File: src/wpdt_pkg.sv
// Shared types, constants and helpers for the weather packet decoder.
// This package has no dependencies. Every other file in src imports it.
`default_nettype none

package wpdt_pkg;

  // Sensor table geometry.
  localparam int TABLE_DEPTH = 8;
  localparam int TBL_AW = (TABLE_DEPTH > 1) ? $clog2(TABLE_DEPTH) : 1;
  localparam int TBL_CW = $clog2(TABLE_DEPTH + 1);

  // Decoded packet kinds.
  localparam logic [1:0] KIND_NONE = 2'd0;
  localparam logic [1:0] KIND_SYNC = 2'd1;
  localparam logic [1:0] KIND_GEN  = 2'd2;

  // Table outcomes.
  localparam logic [1:0] ST_UPDATED = 2'd0;
  localparam logic [1:0] ST_ADDED   = 2'd1;
  localparam logic [1:0] ST_FULL    = 2'd2;
  localparam logic [1:0] ST_NODEC   = 2'd3;

  // Packet format constants.
  localparam logic [3:0]         SYNC_NIBBLE = 4'hA;
  localparam logic [7:0]         SYNC_MIN_LEN = 8'd8;
  localparam logic [7:0]         GEN_MIN_LEN  = 8'd4;
  localparam logic [7:0]         GEN_HUM_LEN  = 8'd5;
  localparam logic signed [11:0] GEN_TEMP_MIN = -12'sd400;
  localparam logic signed [11:0] GEN_TEMP_MAX = 12'sd600;
  localparam logic [6:0]         BAT_LOW = 7'd10;
  localparam logic [6:0]         BAT_OK  = 7'd100;

  typedef struct packed {
    logic [1:0]         kind;
    logic [15:0]        id;
    logic signed [11:0] temp;
    logic [7:0]         hum;
    logic [6:0]         bat;
  } dec_t;

  typedef struct packed {
    logic        start;
    logic        clear;
    logic [15:0] id;
  } tbl_req_t;

  typedef struct packed {
    logic              done;
    logic [1:0]        status;
    logic [TBL_AW-1:0] slot;
    logic [TBL_CW-1:0] count;
  } tbl_res_t;

  function automatic logic [2:0] fit_slot(input logic [TBL_AW-1:0] s);
    logic [31:0] w;
    w = 32'(s);
    return w[2:0];
  endfunction

  function automatic logic [3:0] fit_count(input logic [TBL_CW-1:0] c);
    logic [31:0] w;
    w = 32'(c);
    return w[3:0];
  endfunction

endpackage

`default_nettype wire

File: src/wpdt_decode.sv
// Field decoder for one packet word: sync-nibble and generic formats.
// Depends on wpdt_pkg. Purely combinational.
`default_nettype none

module wpdt_decode
  import wpdt_pkg::*;
(
  input  wire logic [63:0] pkt_bytes,
  input  wire logic [7:0]  pkt_len,
  output dec_t             dec
);

  logic [7:0]         b0, b1, b2, b3, b4, b5, b6, b7;
  logic [10:0]        mag;
  logic signed [11:0] sync_temp;
  logic signed [11:0] gen_temp;
  logic               is_sync;
  logic               gen_ok;

  assign b0 = pkt_bytes[63:56];
  assign b1 = pkt_bytes[55:48];
  assign b2 = pkt_bytes[47:40];
  assign b3 = pkt_bytes[39:32];
  assign b4 = pkt_bytes[31:24];
  assign b5 = pkt_bytes[23:16];
  assign b6 = pkt_bytes[15:8];
  assign b7 = pkt_bytes[7:0];

  // BCD digits are weighted as they stand, so non-decimal nibbles pass through.
  assign mag = 11'(b5[3:0]) * 11'd100 + 11'(b6[7:4]) * 11'd10 + 11'(b6[3:0]);
  assign sync_temp = b5[7] ? -$signed({1'b0, mag}) : $signed({1'b0, mag});
  assign gen_temp  = $signed({b2[3:0], b3});

  assign is_sync = (pkt_len >= SYNC_MIN_LEN) && (b0[7:4] == SYNC_NIBBLE);
  assign gen_ok  = (pkt_len >= GEN_MIN_LEN) && (gen_temp >= GEN_TEMP_MIN)
                   && (gen_temp <= GEN_TEMP_MAX);

  always_comb begin
    dec = '0;
    if (is_sync) begin
      dec.kind = KIND_SYNC;
      dec.id   = {b0[3:0], b1, b2[7:4]};
      dec.temp = sync_temp;
      dec.hum  = 8'(b7[7:4]) * 8'd10 + 8'(b7[3:0]);
      dec.bat  = b4[2] ? BAT_LOW : BAT_OK;
    end else if (gen_ok) begin
      dec.kind = KIND_GEN;
      dec.id   = {b0, b1};
      dec.temp = gen_temp;
      dec.hum  = (pkt_len >= GEN_HUM_LEN) ? {1'b0, b4[6:0]} : 8'd0;
      dec.bat  = BAT_OK;
    end
  end

endmodule

`default_nettype wire

File: src/wpdt_table.sv
// Sensor id table with a sequencer that compares one entry per cycle.
// Depends on wpdt_pkg.
`default_nettype none

module wpdt_table
  import wpdt_pkg::*;
(
  input  wire logic              clk,
  input  wire logic              rst,
  input  wire tbl_req_t          req,
  output tbl_res_t               res,
  output logic [TBL_CW-1:0]      used
);

  typedef enum logic {
    S_IDLE,
    S_SCAN
  } state_t;

  state_t            state;
  logic [TBL_CW-1:0] used_count;
  logic [TBL_CW-1:0] ptr;
  logic [15:0]       key;
  logic [15:0]       id_table [TABLE_DEPTH];
  logic              more;
  logic              room;
  logic              hit;

  assign used = used_count;
  assign more = (ptr < used_count);
  assign room = (used_count < TBL_CW'(TABLE_DEPTH));
  assign hit  = more && (id_table[ptr[TBL_AW-1:0]] == key);

  always_ff @(posedge clk) begin
    if (rst) begin
      state      <= S_IDLE;
      used_count <= '0;
      ptr        <= '0;
      res        <= '0;
    end else begin
      res.done <= 1'b0;
      case (state)
        S_IDLE: begin
          if (req.clear) begin
            used_count <= '0;
          end else if (req.start) begin
            key   <= req.id;
            ptr   <= '0;
            state <= S_SCAN;
          end
        end
        S_SCAN: begin
          if (hit) begin
            res.done   <= 1'b1;
            res.status <= ST_UPDATED;
            res.slot   <= ptr[TBL_AW-1:0];
            res.count  <= used_count;
            state      <= S_IDLE;
          end else if (more) begin
            ptr <= ptr + 1'b1;
          end else if (room) begin
            res.done   <= 1'b1;
            res.status <= ST_ADDED;
            res.slot   <= used_count[TBL_AW-1:0];
            res.count  <= used_count + 1'b1;
            used_count <= used_count + 1'b1;
            state      <= S_IDLE;
          end else begin
            res.done   <= 1'b1;
            res.status <= ST_FULL;
            res.slot   <= '0;
            res.count  <= used_count;
            state      <= S_IDLE;
          end
        end
        default: state <= S_IDLE;
      endcase
    end
  end

  // A new id goes to the first free entry once the scan finds no match.
  always_ff @(posedge clk) begin
    if (state == S_SCAN && !more && room) begin
      id_table[used_count[TBL_AW-1:0]] <= key;
    end
  end

endmodule

`default_nettype wire

File: src/weather_packet_decode_table_top.sv
// Top level of the weather packet decoder: input handshake, decode register,
// table sequencer and output register. Depends on wpdt_pkg, wpdt_decode, wpdt_table.
//
//   channel | handshake          | payload
//   in      | in_valid/in_ready  | req_type, pkt_valid, pkt_bytes, pkt_len
//   out     | out_valid/out_ready| kind, sensor_id, temp_tenths, humidity,
//           |                    | battery_pct, table_status, slot, sensor_count
//
// A decoded packet goes from acceptance through the decode register, the table scan
// (one table entry passed over per cycle until a match) and the output register.
// An undecoded packet skips the table scan and goes to the output register; clears
// and invalid packets give none and leave the input ready on the next cycle.
// Reset empties the table and drops any pending result word. A result word held
// by out_ready low stalls only the final step; the next input word is accepted meanwhile.
`default_nettype none

module weather_packet_decode_table_top
  import wpdt_pkg::*;
(
  input  wire logic               clk,
  input  wire logic               rst,
  input  wire logic               in_valid,
  output logic                    in_ready,
  input  wire logic               req_type,
  input  wire logic               pkt_valid,
  input  wire logic [63:0]        pkt_bytes,
  input  wire logic [7:0]         pkt_len,
  output logic                    out_valid,
  input  wire logic               out_ready,
  output logic [1:0]              kind,
  output logic [15:0]             sensor_id,
  output logic signed [11:0]      temp_tenths,
  output logic [7:0]              humidity,
  output logic [6:0]              battery_pct,
  output logic [1:0]              table_status,
  output logic [2:0]              slot,
  output logic [3:0]              sensor_count
);

  typedef enum logic [1:0] {
    S_IDLE,
    S_WAIT,
    S_EMIT
  } state_t;

  state_t            state;
  dec_t              dec;
  dec_t              dec_q;
  logic [1:0]        status_q;
  logic [2:0]        slot_q;
  logic [3:0]        count_q;
  tbl_req_t          treq;
  tbl_res_t          tres;
  logic [TBL_CW-1:0] used;
  logic              in_fire;
  logic              pkt_fire;

  wpdt_decode u_decode (
    .pkt_bytes (pkt_bytes),
    .pkt_len   (pkt_len),
    .dec       (dec)
  );

  wpdt_table u_table (
    .clk  (clk),
    .rst  (rst),
    .req  (treq),
    .res  (tres),
    .used (used)
  );

  assign in_ready = (state == S_IDLE);
  assign in_fire  = in_valid && in_ready;
  assign pkt_fire = in_fire && !req_type && pkt_valid;

  assign treq.start = pkt_fire && (dec.kind != KIND_NONE);
  assign treq.clear = in_fire && req_type;
  assign treq.id    = dec.id;

  always_ff @(posedge clk) begin
    if (rst) begin
      state     <= S_IDLE;
      out_valid <= 1'b0;
    end else begin
      if (out_valid && out_ready) begin
        out_valid <= 1'b0;
      end
      case (state)
        S_IDLE: begin
          if (pkt_fire) begin
            dec_q <= dec;
            if (dec.kind != KIND_NONE) begin
              state <= S_WAIT;
            end else begin
              status_q <= ST_NODEC;
              slot_q   <= 3'd0;
              count_q  <= fit_count(used);
              state    <= S_EMIT;
            end
          end
        end
        S_WAIT: begin
          if (tres.done) begin
            status_q <= tres.status;
            slot_q   <= fit_slot(tres.slot);
            count_q  <= fit_count(tres.count);
            state    <= S_EMIT;
          end
        end
        S_EMIT: begin
          if (!out_valid || out_ready) begin
            out_valid    <= 1'b1;
            kind         <= dec_q.kind;
            sensor_id    <= dec_q.id;
            temp_tenths  <= dec_q.temp;
            humidity     <= dec_q.hum;
            battery_pct  <= dec_q.bat;
            table_status <= status_q;
            slot         <= slot_q;
            sensor_count <= count_q;
            state        <= S_IDLE;
          end
        end
        default: state <= S_IDLE;
      endcase
    end
  end

endmodule

`default_nettype wire

File: config.mk
export PLATFORM = sky130hd
export DESIGN_NAME = weather_packet_decode_table_top
export DESIGN_NICKNAME = d
export VERILOG_FILES = /design/src/wpdt_pkg.sv /design/src/wpdt_decode.sv /design/src/wpdt_table.sv /design/src/weather_packet_decode_table_top.sv
export SDC_FILE = /design/constraint.sdc
export NUM_CORES = 1
export LEC_CHECK = 0
export ABC_AREA = 0
export BUFFER_PORTS_ARGS = -buffer_cell sky130_fd_sc_hd__buf_2
export CORE_MARGIN = 2
export CORE_UTILIZATION = 52
export CTS_CLUSTER_DIAMETER = 100
export CTS_CLUSTER_SIZE = 40
export DETAILED_ROUTE_END_ITERATION = 8
export PLACE_DENSITY = 0.71
export SLEW_MARGIN = 5
export SYNTH_ARGS = -nofsm -noshare
export SYNTH_HDL_FRONTEND = slang
export SYNTH_SLANG_ARGS = --single-unit
File: constraint.sdc
create_clock -name clk -period 15.3 [get_ports clk]
set_clock_uncertainty 0.05 [all_clocks]
set_input_delay 0.765 -clock clk [delete_from_list [all_inputs] [get_ports clk]]
set_output_delay 0.765 -clock clk [all_outputs]
set_load 0.03 [all_outputs]
==> run_results.csv, run 1 <==
group,metric,value,unit
timing,fin_tns_setup,0,ps
timing,tightestPinTransition,1180,ps
worst_hold_path,hp-class,"flop to flop",
floorplanning,initial_core_util,52.9,%
drt,avgViaCountPerCell,5.61,
drt,first_pass_iters,4,
yosys,async_flop_share,0,%
critical_path,path_class,"input port to flop",
placement,place_area,12500,µm²
grt,antenna_found_initial,1,
cts,clk_pin_slew,140,ps
grt,grt_max_degree,46,
cts,post-cts-setup-buffers,0,
timing,hold_viol,0,
critical_path,critPathArrivalTime,4070,ps
yosys,postSynthAreaPerCell,15.5,µm²
final_layout,areaGrowthSynthToFinish,11.1,%
placement,hpwl,15100,µm
grt,grt_first_pass_wirelength,34800,µm
floorplanning,placementRows,54,
yosys,synth_edf_count,242,
floorplanning,fp.dieArea,23300,µm²
timing,fmax,0.257,GHz
final_layout,drive_gt1_share,22.8,%
critical_path,reg2reg_depth,8,
yosys,synth.most_common_cell,"edfxtp_1",
critical_path,cp_max_fo,4,
yosys,yosysSeqAreaShare,67.5,%
drt,vias,6423,
drt,antenna_left,0,
yosys,synthFlopType,"edfxtp_1",
critical_path,startpoint_type,"input port",
floorplanning,coreArea,21800,µm²
placement,io_buffer_count,127,
pwr,p_leak,0.00444,µW
timing,slew_violations,0,
final_layout,utilization,58.8,%
grt,grt_pass1_vias,6400,
yosys,ys_ff_latch,267,
timing,min_period,3890,ps
final_layout,nNetsFinal,987,
yosys,yosysUniqueCellTypes,59,
cts,cts_max_level,1,
pwr,peakVddDrop,0.0777,mV
yosys,synth_area_leaders,"edfxtp_1, mux4_2, ha_1, dfxtp_1, xnor2_1",
critical_path,required,15480,ps
outcome,status,"finished, final reports clean",
worst_hold_path,holdPathStages,0,
floorplanning,io_pins,134,
yosys,synth_top_area_share,63.1,%
cts,clockBufferDepth,3,
yosys,synthCells,744,
cts,cts_buffers,10,
cts,hold_buffers,0,
grt,grt_usage,18.9,%
cts,numClockSinks,267,
timing,max_slew_margin,21.4,%
grt,grt_remaining_overflow,0,
cts,insertion_delay,490,ps
flow_run,max-cap-violations,0,
yosys,ys_warn_count,0,
drt,drtIter0Drc,562,
drt,wirelength,22100,µm
cts,cts_tree,"built",
cts,cts-root-buf,"clkbuf_16",
critical_path,crit_path_end_kind,"flop",
floorplanning,die_x,153,µm
timing,rsz0062_at_grt,"no",
yosys,syn_area,11500,µm²
timing,finalSetupViolCount,0,
drt,drc,0,
final_layout,diodes,0,
placement,gp_congestion,0.783,
cts,cts-resized-gates,0,
drt,wl_per_cell,19.3,µm
pwr,power_density,98.1,nW/µm²
final_layout,fin_area,12800,µm²
yosys,yosys.area.top_type,"edfxtp_1",
floorplanning,die_height,153,µm
yosys,synth_common_cells,"edfxtp_1, nand2_1, ha_1, o21ai_1, mux4_2",
timing,fin_crit_sh,25.4,%
per-stage QoR:
stage               instances  setup WS (ps)  hold WS, ps  total power, µW
global placement         1129          10940          351              932
finish                   1144          11410          383             1250
detailed placement       1129          10920          355              934
global route             1144          11180          390             1300
floorplan                 745           9930          350              898
CTS                      1144          11440          383             1260
worst paths after layout:
kind                                                    from                               end  slack [ps]
worst max register to register  u_table.used[1]$_SDFFE_PP0P_  u_table.id_table[2][0]$_DFFE_PP_       11490
worst min register to register           dec_q[15]$_DFFE_PP_          temp_tenths[0]$_DFFE_PP_         380
worst max-delay path                           pkt_bytes[14]               dec_q[25]$_DFFE_PP_       11410
worst min-delay path                     dec_q[15]$_DFFE_PP_          temp_tenths[0]$_DFFE_PP_         380
power breakdown:
| group | internal, µW | leakage, µW | switching, µW |
|---|---|---|---|
| Combinational | 50.1 | 0.00184 | 72.3 |
| Sequential | 792 | 0.00245 | 2.10 |
| Clock | 135 | 0.000146 | 202 |
sequential cells by signal, indices dropped and copies added, names as in the netlist, named ones only:
signal            cells
u_table.used          4
slot_q                3
sensor_count          4
sensor_id            16
battery_pct           2
state                 2
u_table.key          16
slot                  3
status_q              2
temp_tenths          12
humidity              8
out_valid             1
count_q               4
kind                  2
u_table.id_table    128
dec_q                40
u_table.res          10
u_table.state         1
table_status          2
u_table.ptr           4
kinds of logic (layout without fill, tap and decap cells):
group                      after synthesis  in the layout  share of synthesized area, %
adders and majority gates               48             48                          5.67
buffers and inverters                   62            181                          2.46
and+or+nand+nor                        163            163                          7.01
AOI/OAI and AO/OA                      110            110                          6.20
other                                    1              2                        0.0326
xor gates and xnor gates                40             40                          3.04
muxes                                   53             53                          8.10
DFF                                    267            267                          67.5
worst max-delay path, stage by stage:
cell	delay [ps]
buf_2	130
ha_1	270
inv_1	40
fa_1	530
inv_1	60
ha_1	280
a21o_1	190
a21oi_1	320
xnor2_1	170
or3b_1	380
or3_1	340
nor3b_1	270
mux2i_1	210
o311ai_1	110
area by class of cell:
cell class	count	area, µm²
fillers	1707	8970
inverters	27	101
well taps	280	350
clock inverters	2	20.0
flip-flops and latches	267	7770
repair buffers	139	726
multi-input cells	416	3540
clock buffers	13	283
metal layers:
layer | up-vias | global-route usage [%] | wire length, µm
li1 | 3062 | - | -
met1 | 3178 | 25.5 | 9470
met2 | 158 | 32.7 | 11100
met3 | 25 | 3.53 | 1190
met4 | 0 | 3.79 | 359
met5 | - | 0 | 0
placed cells by master, fill, tap and decap left out, drive strengths merged, types with 6 or more instances in the layout:
cell      n
edfxtp  242
buf     139
nand2    56
o21ai    44
ha       41
mux4     32
xnor2    29
inv      27
dfxtp    25
nor2     22
mux2i    20
nand3    19
a21oi    18
nand2b   13
clkbuf   13
nor3     12
xor2     11
nor2b     9
a211oi    7
fa        7
nor4      7
a21o      6
No activity file was read; power rests on OpenSTA's default activity.
==> inputs of run 2 (changes only) <==
clock period = 3.6 ns   (was 15.3 ns; I/O delays follow)
==> run 2 against run 1 <==
Compared with the run above:
- critical path depth fell by 2
- combinational power grew to 4.9 times the previous value
- critical endpoint unchanged
- the run now ends with negative hold slack left
- sequential power rose to 4.2 times the previous value
==> run_results.csv, run 2 (synthesis results as in run 1) <==
group,metric,value,unit
pwr,switchingPower,1200,µW
floorplanning,die_x,153,µm
pwr,clkPwrFrac,26.5,%
timing,min_period,3160,ps
drt,drc,0,
drt,wl_per_cell,19.1,µm
cts,post-cts-setup-buffers,0,
placement,hpwl,15100,µm
timing,hold_viol,1,
final_layout,areaGrowthSynthToFinish,14.6,%
timing,fin_crit_sh,87.7,%
critical_path,cp_max_fo,3,
placement,place_area,12700,µm²
final_layout,diodes,0,
final_layout,fin_area,13200,µm²
cts,numClockSinks,267,
timing,max_slew_margin,43.9,%
final_layout,fill_cells,1657,
floorplanning,initial_core_util,52.9,%
worst_hold_path,hp-class,"input port to flop",
drt,antenna_left,0,
critical_path,path_common_cell,"ha_1",
pwr,power_frac_comb,11.0,%
drt,first_pass_iters,4,
critical_path,path_class,"input port to flop",
final_layout,layout_common_cells,"edfxtp_1, buf_2, nand2_1",
pwr,intPower,4210,µW
floorplanning,placementRows,54,
grt,grt_usage,19.5,%
cts,cts_buffers,10,
grt,grt_first_pass_wirelength,36300,µm
pwr,power_density,410,nW/µm²
critical_path,crit_path_end_kind,"flop",
grt,grt_remaining_overflow,0,
final_layout,largest_reg_flops,128,
floorplanning,die_height,153,µm
outcome,status,"finished with violations",
outcome,violations,"negative hold slack",
critical_path,slowest_delay,450,ps
timing,slew_violations,0,
critical_path,cp_slowest_cell,"fa_1",
drt,vias,6669,
pwr,peakVddDrop,0.313,mV
cts,clockBufferDepth,3,
timing,whs,-9.06,ps
final_layout,layout_commonest_cell,"edfxtp_1",
grt,grt_pass1_vias,6686,
cts,clk_pin_slew,130,ps
critical_path,required,3780,ps
grt,antenna_found_initial,0,
cts,insertion_delay,480,ps
critical_path,startpoint_type,"input port",
pwr,seq_power_share,62.4,%
floorplanning,fp.dieArea,23300,µm²
flow_run,max-cap-violations,0,
timing,fin_tns_setup,0,ps
drt,avgViaCountPerCell,5.62,
pwr,switching_share,22.2,%
cts,cts-root-buf,"clkbuf_16",
timing,fmax,0.317,GHz
placement,io_buffer_count,127,
critical_path,critPathArrivalTime,3340,ps
critical_path,path_cells,"buf_2 -> ha_1 -> ha_1 -> fa_1 -> ha_1 -> ha_1 -> xnor2_1 -> or3b_1 -> or3_1 -> nor3b_1 -> mux2i_1 -> o311ai_1",
placement,gp_congestion,0.781,
final_layout,multiInputGateArea,3550,µm²
final_layout,drive_gt1_share,24.2,%
timing,tightestPinTransition,840,ps
floorplanning,coreArea,21800,µm²
final_layout,register_area,7770,µm²
floorplanning,io_pins,134,
final_layout,nNetsFinal,1030,
pwr,p_leak,0.00464,µW
drt,drtIter0Drc,516,
grt,grt_max_degree,45,
drt,wirelength,22700,µm
cts,cts_max_level,1,
timing,finalSetupViolCount,0,
timing,rsz0062_at_grt,"no",
cts,cts_tree,"built",
[run 2: cell count changes in the layout (fill, tap and decap cells not counted), sizes merged]
cell / change
buf: +22
clkinvlp: +1
inv: +1
clkbuf: -1
clkinv: -2
dlygate4sd3: +21
[run 2: layout make-up]
cell class,instances,area share [%]
Sequential cell,267,58.9
Inverter,27,0.769
Clock inverter,2,0.123
Clock buffer,12,2.12
Multi-Input combinational cell,416,26.9
Tap cell,280,2.66
Timing Repair Buffer,182,8.54
[run 2: worst paths after layout]
kind / startpoint / cells past startpoint / to / slack [ps]
min reg2reg: dec_q[40]$_DFFE_PP_ / 0 / sensor_id[13]$_DFFE_PP_ / 370
max reg2reg: flop / 10 / u_table.res[1]$_SDFFE_PP0P_ / 550
min: pkt_bytes[32] / 3 / dec_q[15]$_DFFE_PP_ / -9
max: pkt_bytes[13] / 12 / dec_q[25]$_DFFE_PP_ / 440
[run 2: timing repair]
item | CTS | global route
endpoints found under the hold margin | 26 | 0
hold buffers | 21 | 0
gates resized for setup | 0 | 0
[run 2: through the flow]
stage / power, µW / util, % / std cells / setup WS, ps / hold WS [ps]
6_report: 5410 / 60.6 / 1186 / 442 / -9.06
5_1_grt: 5600 / 60.6 / 1186 / 297 / 15.1
4_1_cts: 5440 / 60.6 / 1186 / 429 / 0.145
3_5_place_dp: 4020 / 58.3 / 1151 / -89.9 / 355
3_3_place_gp: 4020 / 58.3 / 1151 / -20.2 / 351
2_1_floorplan: 3810 / - / 745 / 69.4 / 324
[run 2: power by group through the flow]
stage          Sequential (µW)  Combinational [µW]  Clock [µW]
3_5_place_dp              3440                 579           0
6_report                  3370                 596        1430
2_1_floorplan             3450                 363           0
3_3_place_gp              3440                 574           0
4_1_cts                   3370                 601        1470
5_1_grt                   3380                 669        1550
[run 2: critical path, delay by kind of cell]
family	cells	cell delay [ps]
adder cells (fa/ha/maj)	5	1620
AND/OR/NAND/NOR	3	960
buffers and inverters	1	110
XOR/XNOR	1	150
AO/OA/AOI/OAI	1	110
multiplexers	1	210
[run 2: layer usage]
| layer | wire, µm | GRT usage (%) | share of wire, % | vias to the layer above |
|---|---|---|---|---|
| li1 | - | - | - | 3133 |
| met1 | 10000 | 27.1 | 44 | 3351 |
| met2 | 11200 | 33.0 | 50 | 166 |
| met3 | 1060 | 2.96 | 4.7 | 19 |
| met4 | 334 | 4.19 | 1.5 | 0 |
| met5 | 0 | 0 | 0 | - |
==> inputs of run 3 (changes only) <==
SYNTH_HIERARCHICAL = 1   (was not set)
==> run 3 against run 2 <==
Compared with the run above:
- the flow now finishes without violations
- design area grew 3.6%
- critical path depth decreased by 2
- via count grew 6.5%
- combinational power grew 17%
- first-iteration DRC count grew 5.4%
- largest cell class unchanged
==> run_results.csv, run 3 <==
group,metric,value,unit
yosys,postSynthAreaPerCell,15.3,µm²
final_layout,layout_commonest_cell,"edfxtp_1",
drt,first_pass_iters,5,
yosys,ys_warn_count,6,
yosys,synth_common_cells,"edfxtp_1, nor2_1, ha_1, a22o_1, nand2_1",
critical_path,cp_slowest_cell,"dfxtp_2",
timing,hold_viol,0,
placement,io_buffer_count,129,
critical_path,path_class,"flop to flop",
critical_path,startpoint_type,"flop",
pwr,p_leak,0.00483,µW
grt,grt_max_degree,46,
cts,cts_buffers,10,
yosys,synthFlopType,"edfxtp_1",
final_layout,areaGrowthSynthToFinish,13.8,%
critical_path,reg2reg_depth,10,
timing,slew_violations,0,
floorplanning,io_pins,134,
critical_path,slowest_delay,580,ps
drt,drc,0,
timing,rsz0062_at_grt,"no",
critical_path,cp_max_fo,12,
timing,fmax,0.310,GHz
worst_hold_path,hp-class,"input port to flop",
pwr,power_density,412,nW/µm²
critical_path,critPathArrivalTime,3540,ps
timing,max_slew_margin,52.4,%
yosys,synth.most_common_cell,"edfxtp_1",
drt,wirelength,24400,µm
grt,grt_remaining_overflow,0,
critical_path,crit_path_end_kind,"flop",
placement,place_area,13100,µm²
drt,drtIter0Drc,544,
timing,fin_crit_sh,89.6,%
yosys,syn_area,12000,µm²
grt,antenna_found_initial,2,
grt,grt_usage,20.5,%
drt,antenna_left,0,
worst_hold_path,min_from,"pkt_bytes[37]",
grt,grt_pass1_vias,7018,
worst_hold_path,holdPathStages,3,
critical_path,path_common_cell,"buf_4",
outcome,status,"finished, final reports clean",
cts,cts_max_level,1,
floorplanning,coreArea,22600,µm²
grt,grt_first_pass_wirelength,38700,µm
final_layout,largest_reg_flops,128,
critical_path,path_cells,"buf_4 -> mux2_2 -> o22ai_1 -> or3_1 -> nand4_1 -> nor4_1 -> buf_4 -> nand2_1 -> a2111oi_0 -> a211oi_1",
drt,avgViaCountPerCell,5.74,
floorplanning,initial_core_util,53.0,%
floorplanning,fp.dieArea,24300,µm²
final_layout,layout_common_cells,"edfxtp_1, buf_2, nor2_1",
placement,pre_cts_ws,-60.5,ps
final_layout,drive_gt1_share,23.8,%
yosys,synth_area_leaders,"edfxtp_1, dfxtp_1, ha_1, mux4_2, a22o_1",
timing,finalSetupViolCount,0,
critical_path,rr_endpoint,"u_table/res[5]$_SDFFE_PP0P_",
timing,min_period,3230,ps
timing,whs,7.77,ps
final_layout,nNetsFinal,1076,
worst_hold_path,worstHoldEndpoint,"dec_q[20]$_DFFE_PP_",
drt,vias,7103,
cts,cts_tree,"built",
yosys,synth_top_area_share,63.0,%
critical_path,r2r_setup_slack,370,ps
yosys,ys_ff_latch,277,
cts,cts-root-buf,"clkbuf_16",
floorplanning,die_x,156,µm
pwr,fin_total_pwr,5630,µW
timing,setup_ws,374,ps
placement,gp_congestion,0.873,
cts,insertion_delay,490,ps
placement,hpwl,17500,µm
cts,clk_pin_slew,130,ps
critical_path,required,3910,ps
yosys,async_flop_share,0,%
timing,tightestPinTransition,711,ps
drt,wl_per_cell,19.7,µm
pwr,peakVddDrop,0.292,mV
yosys,yosys.area.top_type,"edfxtp_1",
yosys,synth_edf_count,252,
cts,numClockSinks,277,
final_layout,diodes,0,
yosys,yosysSeqAreaShare,67.2,%
cts,clockBufferDepth,3,
flow_run,max-cap-violations,0,
floorplanning,placementRows,55,
floorplanning,die_height,156,µm
yosys,yosysUniqueCellTypes,66,
yosys,synthCells,782,
final_layout,fin_area,13700,µm²
## run 3: cell count changes after synthesis, sizes merged, moves of 10 or more
cell | previous run | this run
a22o | 4 | 31
nand2 | 56 | 30
mux4 | 32 | 16
clkbuf | 20 | 10
nor2 | 22 | 51
mux2 | 1 | 21
xnor2 | 29 | 19
edfxtp | 242 | 252
## run 3: what timing repair did
action                                 4_1_cts  5_1_grt
resized for setup                            0        0
hold buffers                                24        1
endpoints found under the hold margin       32        4
setup buffers                                0        0
## run 3: cells by family after synthesis
family          count (synthesis)  share of synthesized area [%]
mux                            62                           7.09
xor+xnor                       34                           2.48
fa+ha+maj                      47                           5.34
compound gates                146                           8.79
other cells                     1                         0.0312
buf+inv                        55                           2.43
simple gates                  160                           6.63
flops                         277                           67.2
## run 3: worst max path at each step
stage                                             to  slack [ps]  cells after the start
finish                   u_table/res[5]$_SDFFE_PP0P_         370                     10
global route             u_table/res[5]$_SDFFE_PP0P_         210                     10
CTS                               dec_q[7]$_DFFE_PP_         450                     11
detailed placement               dec_q[26]$_DFFE_PP_         -60                     13
global placement                 dec_q[26]$_DFFE_PP_          -6                     13
floorplan           u_table/id_table[0][0]$_DFFE_PP_          80                      7
## run 3: per-stage QoR
step / util [%] / cells / setup TNS, ps
2_1_floorplan: - / 783 / 0
3_3_place_gp: 58.0 / 1199 / -5.88
3_5_place_dp: 58.0 / 1199 / -85.7
4_1_cts: 60.3 / 1237 / 0
5_1_grt: 60.3 / 1238 / 0
6_report: 60.3 / 1238 / 0
## run 3: layer usage
layer	GRT usage [%]	share of wire (%)	vias up	routed length, µm
li1	-	-	3336	-
met1	28.6	44	3516	10700
met2	34.6	48	213	11800
met3	3.92	6.3	34	1540
met4	3.41	1.4	4	339
met5	0	0.098	-	24
## run 3: where the power goes
part / switching [µW] / internal, µW / total, µW / leakage, µW
Combinational: 374 / 326 / 700 / 0.00218
Clock: 846 / 565 / 1410 / 0.000142
Sequential: 13.7 / 3510 / 3520 / 0.00251
## run 3: cell type report
| type | count | area, µm² |
|---|---|---|
| clock inverters | 1 | 5.00 |
| flip-flops and latches | 277 | 8070 |
| inverters | 24 | 90.1 |
| well taps | 285 | 357 |
| fillers | 1745 | 8980 |
| multi-input cells | 451 | 3690 |
| repair buffers | 187 | 1170 |
| clock buffers | 13 | 283 |
## run 3: critical path, delay by kind of cell (launching register included)
family / cells / cell delay (ps)
flops: 1 / 580
buf+inv: 2 / 500
simple gates: 4 / 750
mux: 1 / 360
compound gates: 3 / 860
